### config.mk
export PLATFORM = sky130hd
export DESIGN_NAME = lcs_ctrl
export DESIGN_NICKNAME = d
export VERILOG_FILES = /design/src/lcs_pkg.sv /design/src/lcs_ctrl.sv
export SDC_FILE = /design/constraint.sdc
export NUM_CORES = 1
export LEC_CHECK = 0
export ABC_AREA = 1
export CELL_PAD_IN_SITES_DETAIL_PLACEMENT = 0
export CELL_PAD_IN_SITES_GLOBAL_PLACEMENT = 1
export CORE_MARGIN = 2
export CORE_UTILIZATION = 41
export CTS_CLUSTER_SIZE = 24
export DETAILED_ROUTE_END_ITERATION = 6
export DONT_BUFFER_PORTS = 1
export PLACE_DENSITY = 0.89
export SYNTH_ARGS = -nofsm -noshare
export SYNTH_HDL_FRONTEND = slang
export SYNTH_SLANG_ARGS = --single-unit
### constraint.sdc
create_clock -name clock -period 2.22 [get_ports clock]
set_input_delay 0.333 -clock clock [delete_from_list [all_inputs] [get_ports clock]]
set_output_delay 0.333 -clock clock [all_outputs]
set_load 0.005 [all_outputs]
### src/lcs_pkg.sv
// Shared types and codes for the longest common subsequence block.
package lcs_pkg;

   // Command codes carried in the selector of an input item
   localparam logic [1:0] CMD_LOAD_A = 2'd0;
   localparam logic [1:0] CMD_LOAD_B = 2'd1;
   localparam logic [1:0] CMD_RUN    = 2'd2;

   // Stream payload widths
   localparam int REQ_TDATA_W = 8;
   localparam int REQ_TUSER_W = 2;
   localparam int RSP_TDATA_W = 16;
   localparam int RSP_TUSER_W = 2;
   localparam int CHAR_W      = 8;
   localparam int LEN_OUT_W   = 6;

   // Controller to datapath commands
   typedef struct packed {
      logic              load_a;
      logic              load_b;
      logic              clear_run;
      logic              len_clr;
      logic              fill_issue;
      logic              tb_init;
      logic              tb_issue;
      logic              tb_step;
      logic              ans_rd;
      logic              first_row;
      logic              first_col;
      logic [CHAR_W-1:0] char_val;
   } lcs_cmd_type;

   // Datapath to controller status
   typedef struct packed {
      logic up_eq;
      logic left_eq;
   } lcs_sts_type;

endpackage

### src/lcs_ctrl.sv
// Sequencer for load, table fill, trace back and result emission.
module lcs_ctrl #(
   parameter int MAX_LEN = 32
) (
   input  logic                                clock,
   input  logic                                reset,
   input  logic                                req_tvalid,
   output logic                                req_tready,
   input  logic [1:0]                          req_cmd,
   input  logic [lcs_pkg::CHAR_W-1:0]          req_char,
   output logic                                rsp_tvalid,
   output logic                                rsp_tlast,
   input  logic                                rsp_tready,
   input  logic [$clog2(MAX_LEN+1)-1:0]        a_count,
   input  logic [$clog2(MAX_LEN+1)-1:0]        b_count,
   input  logic [$clog2(MAX_LEN+1)-1:0]        len,
   input  lcs_pkg::lcs_sts_type                sts,
   output lcs_pkg::lcs_cmd_type                cmd,
   output logic [$clog2(MAX_LEN+1)-1:0]        row,
   output logic [$clog2(MAX_LEN+1)-1:0]        col,
   output logic [$clog2(MAX_LEN+1)-1:0]        idx
);

   localparam int CW = $clog2(MAX_LEN + 1);

   typedef enum logic [2:0] {
      ST_IDLE,
      ST_FILL,
      ST_DRAIN,
      ST_TB_INIT,
      ST_TB_RD,
      ST_TB_EV,
      ST_EM_RD,
      ST_EM_OUT
   } state_type;

   state_type       state_ff, state_in;
   logic [CW-1:0]   i_ff, i_in;
   logic [CW-1:0]   j_ff, j_in;
   logic [CW-1:0]   k_ff, k_in;
   logic            valid_ff, valid_in;
   logic            last_ff, last_in;
   logic            tb_done;

   always_comb begin
      state_in     = state_ff;
      i_in         = i_ff;
      j_in         = j_ff;
      k_in         = k_ff;
      valid_in     = valid_ff;
      last_in      = last_ff;
      tb_done      = 1'b0;
      cmd          = '0;
      cmd.char_val = req_char;
      case (state_ff)
         ST_IDLE: begin
            if (req_tvalid) begin
               case (req_cmd)
                  lcs_pkg::CMD_LOAD_A: cmd.load_a = 1'b1;
                  lcs_pkg::CMD_LOAD_B: cmd.load_b = 1'b1;
                  lcs_pkg::CMD_RUN: begin
                     if (a_count == '0 || b_count == '0) begin
                        cmd.len_clr = 1'b1;
                        valid_in    = 1'b1;
                        last_in     = 1'b1;
                        state_in    = ST_EM_OUT;
                     end else begin
                        i_in     = CW'(1);
                        j_in     = CW'(1);
                        state_in = ST_FILL;
                     end
                  end
                  default: ;
               endcase
            end
         end
         ST_FILL: begin
            cmd.fill_issue = 1'b1;
            cmd.first_row  = (i_ff == CW'(1));
            cmd.first_col  = (j_ff == CW'(1));
            if (j_ff == b_count) begin
               j_in = CW'(1);
               if (i_ff == a_count) begin
                  state_in = ST_DRAIN;
               end else begin
                  i_in = CW'(i_ff + 1'b1);
               end
            end else begin
               j_in = CW'(j_ff + 1'b1);
            end
         end
         ST_DRAIN: begin
            state_in = ST_TB_INIT;
         end
         ST_TB_INIT: begin
            cmd.tb_init = 1'b1;
            k_in        = len;
            i_in        = a_count;
            j_in        = b_count;
            if (len == '0) begin
               valid_in = 1'b1;
               last_in  = 1'b1;
               state_in = ST_EM_OUT;
            end else begin
               state_in = ST_TB_RD;
            end
         end
         ST_TB_RD: begin
            cmd.tb_issue  = 1'b1;
            cmd.first_row = (i_ff == CW'(1));
            cmd.first_col = (j_ff == CW'(1));
            state_in      = ST_TB_EV;
         end
         ST_TB_EV: begin
            cmd.tb_step = 1'b1;
            if (sts.up_eq) begin
               i_in    = CW'(i_ff - 1'b1);
               tb_done = (i_ff == CW'(1));
            end else if (sts.left_eq) begin
               j_in    = CW'(j_ff - 1'b1);
               tb_done = (j_ff == CW'(1));
            end else begin
               i_in    = CW'(i_ff - 1'b1);
               j_in    = CW'(j_ff - 1'b1);
               k_in    = CW'(k_ff - 1'b1);
               tb_done = (i_ff == CW'(1)) || (j_ff == CW'(1));
            end
            if (tb_done) begin
               k_in     = '0;
               state_in = ST_EM_RD;
            end else begin
               state_in = ST_TB_RD;
            end
         end
         ST_EM_RD: begin
            cmd.ans_rd = 1'b1;
            valid_in   = 1'b1;
            last_in    = (CW'(k_ff + 1'b1) == len);
            state_in   = ST_EM_OUT;
         end
         ST_EM_OUT: begin
            if (rsp_tready) begin
               valid_in = 1'b0;
               if (last_ff) begin
                  cmd.clear_run = 1'b1;
                  state_in      = ST_IDLE;
               end else begin
                  k_in     = CW'(k_ff + 1'b1);
                  state_in = ST_EM_RD;
               end
            end
         end
         default: state_in = ST_IDLE;
      endcase
   end

   always_ff @(posedge clock) begin
      if (reset) begin
         state_ff <= ST_IDLE;
         i_ff     <= '0;
         j_ff     <= '0;
         k_ff     <= '0;
         valid_ff <= 1'b0;
         last_ff  <= 1'b0;
      end else begin
         state_ff <= state_in;
         i_ff     <= i_in;
         j_ff     <= j_in;
         k_ff     <= k_in;
         valid_ff <= valid_in;
         last_ff  <= last_in;
      end
   end

   assign req_tready = (state_ff == ST_IDLE);
   assign rsp_tvalid = valid_ff;
   assign rsp_tlast  = last_ff;
   assign row        = i_ff;
   assign col        = j_ff;
   assign idx        = k_ff;

endmodule

==> impl_metrics.toml <==
[status]
outcome = "finished, final reports clean"

[route]
route.detailed.drc = 0
drt_pre_antenna_iters = 5
vias = 2679
wl_per_cell_um = 14.0
vias_per_cell = 5.29
drt-total-wl_um = 7100
antenna_left = 0
drtIter0Drc = 169

[global_routing]
grt_max_degree = 15
grt_pass1_wl_um = 12200
antenna_found_initial = 0
globalRouteTotalUtil_pct = 23.0
grt_pass1_vias = 2619
grt_overflow = 0

[cells_and_area]
design_area_sq_mm = 0.00255
drive_gt1_share_pct = 8.12
syn_to_final_growth_pct = 3.14
nNetsFinal = 474
fillers = 644
n_antenna_cell = 0

[clock_tree]
cts_made_buffers = 3
clk_latency_ns = 0.27
cts_root_buffer = "clkbuf_8"
cts_max_path_buffers = 2
cts_tree = "yes"
clkTransAtPathRegs_ns = 0.09
ctsHoldBuffers = 0
clock-sinks = 23
h-tree-depth = 1

[power_and_ir_drop]
p_per_area_mw_per_mm2 = 766
static-leakage-power_nw = 1.17
peakVddDrop_mv = 0.385

[floorplan]
core_sq_mm = 0.00589
die_w_um = 81.6
core.rowCount = 28
die_y_um = 81.6
start_util_pct = 41.9
io_pins = 74
dieArea_sq_mm = 0.00666

[synthesis]
syn_inst = 438
synth_area_sq_mm = 0.00247
syn_nets = 480
synth-seq-cells = 23
synth_cell_types = 31
ys_seq_area_share_pct = 18.7
avgSynthCellArea_sq_um = 5.64
synth_warnings = 0

[setup_path]
cp.arrival_ns = 1.62
cp-end-kind = "output port"
crit_type = "reg2out"
critical_path_required_ns = 1.89
cp_max_fo = 8
worst_setup_path_start_kind = "flip-flop"

[placed_design]
dp_hpwl_um = 5650
place.gp.congestion = 0.944
placedInstanceArea_sq_mm = 0.00250
port_buffers = 0

[worst_hold_path]
worstHoldPathType = "in2reg"

[timing]
rsz0062_at_grt = "no"
finalHoldViolCount = 0
setup_tns_ns = 0
finalSetupViolations = 0
tightest_slew_ns = 0.443
relSlewSlack_pct = 70.3
min_period_ns = 1.95
fin_skew_ns = 0.00687
timing.fmax_ghz = 0.512
maxSlewViolCount = 0
period_share_pct = 88.0

[job]
maxCapViolCount = 0
==> cell usage after synthesis <==
library cell / number / area, sq um
nand2_2: 5 / 31.3
nor2_4: 2 / 22.5
nand4_1: 15 / 93.8
a31oi_1: 1 / 6.26
o21ai_1: 2 / 10.0
buf_4: 14 / 105
inv_1: 49 / 184
or2_2: 2 / 12.5
buf_2: 4 / 20.0
nand3_1: 48 / 240
o21bai_1: 1 / 7.51
nor2_2: 4 / 25.0
a221oi_1: 1 / 8.76
dfxtp_1: 23 / 460
ha_1: 8 / 100
xnor2_1: 2 / 17.5
o22ai_1: 3 / 18.8
clkinv_1: 1 / 3.75
nor2_1: 65 / 244
o21ai_0: 15 / 75.1
nand2_1: 123 / 462
nand3_2: 2 / 20.0
inv_2: 6 / 22.5
o211ai_1: 5 / 37.5
nor3_1: 1 / 5.00
xor2_1: 13 / 114
a21oi_1: 17 / 85.1
a211oi_1: 1 / 7.51
o2111ai_1: 1 / 8.76
nor4_1: 2 / 12.5
clkbuf_1: 2 / 7.51
==> what timing repair did <==
action | in CTS | in global routing
endpoints found under the setup margin | 0 | 2
resized for setup | 0 | 1
buffers inserted | 0 | 0
==> area by class of cell <==
class / instances / area (sq um) / share of cell area [%]
well taps: 75 / 93.8 / 3.69
repair buffers: 9 / 67.6 / 2.65
inverters: 56 / 210 / 8.26
clock inverters: 1 / 5.00 / 0.197
multi-input cells: 339 / 1670 / 65.5
flip-flops and latches: 23 / 460 / 18.1
clock buffers: 3 / 41.3 / 1.62
==> power breakdown <==
part | total [W] | internal [W] | switching, W
Combinational | 0.00108 | 0.000368 | 0.000707
Sequential | 0.000602 | 0.000484 | 0.000118
Clock | 0.000273 | 0.000126 | 0.000147
Total | 0.00195 | 0.000978 | 0.000972
==> final timing paths <==
kind / to / cells past startpoint / start / slack [ns]
hold / removal: col[1]$_SDFFE_PP0P_ / 1 / reset / 0.11
setup reg to reg: state_ff[1]$_SDFFE_PP0P_ / 11 / col[3]$_SDFFE_PP0P_ / 0.37
hold reg to reg: rsp_tvalid$_SDFFE_PP0P_ / 2 / rsp_tvalid$_SDFFE_PP0P_ / 0.48
setup / recovery: cmd[8] / 5 / state_ff[0]$_SDFFE_PP0P_ / 0.27
==> cells by family (layout without fill, tap and decap cells) <==
kind of cell / after synthesis / count (layout) / share of synthesized area (%)
flip-flops: 23 / 23 / 18.7
AND/OR/NAND/NOR: 269 / 269 / 47.3
buffers and inverters: 76 / 69 / 13.9
XOR/XNOR: 15 / 15 / 5.32
adder cells (fa/ha/maj): 8 / 8 / 4.05
AO/OA/AOI/OAI: 47 / 47 / 10.7
==> metal layers <==
metal	part of all wire (%)	GRT usage [%]	vias up
li1	-	-	1382
met1	43	29.0	1186
met2	47	39.2	105
met3	8.1	5.71	6
met4	1.1	5.67	0
met5	0	0	-
==> state kept, by name, indices dropped and copies added (netlist names) <==
name / count
rsp_tvalid: 1
idx: 6
row: 6
state_ff: 3
col: 6
rsp_tlast: 1
==> worst max-delay path, stage by stage (launching register included) <==
cell and delay (ns):
dfxtp_1 0.46, nand2_1 0.13, nor2_2 0.23, buf_4 0.23, nor2_1 0.09, nor2_1 0.20
==> layout by cell type (no fill, tap or decap), drive strengths merged, types with 2 or more instances in the layout <==
master / n
a21oi: 17
buf: 9
clkbuf: 3
clkinv: 2
dfxtp: 23
ha: 8
inv: 55
nand2: 128
nand3: 50
nand4: 15
nor2: 71
nor4: 2
o211ai: 5
o21ai: 17
o22ai: 3
or2: 2
xnor2: 2
xor2: 13
==> per-stage QoR <==
step / power, W / utilization, % / cells / hold WS [ns] / setup slack, ns
6_report: 0.00195 / 43.3 / 506 / 0.114 / 0.266
5_1_grt: 0.00216 / 43.3 / 506 / 0.0997 / 0.0923
4_1_cts: 0.00195 / 43.2 / 506 / 0.109 / 0.186
3_5_place_dp: 0.00167 / 42.4 / 502 / 0.406 / 0.427
3_3_place_gp: 0.00166 / 42.4 / 502 / 0.405 / 0.427
2_1_floorplan: 0.00144 / - / 438 / 0.402 / 0.637
Power figures use the tool's default switching activity.
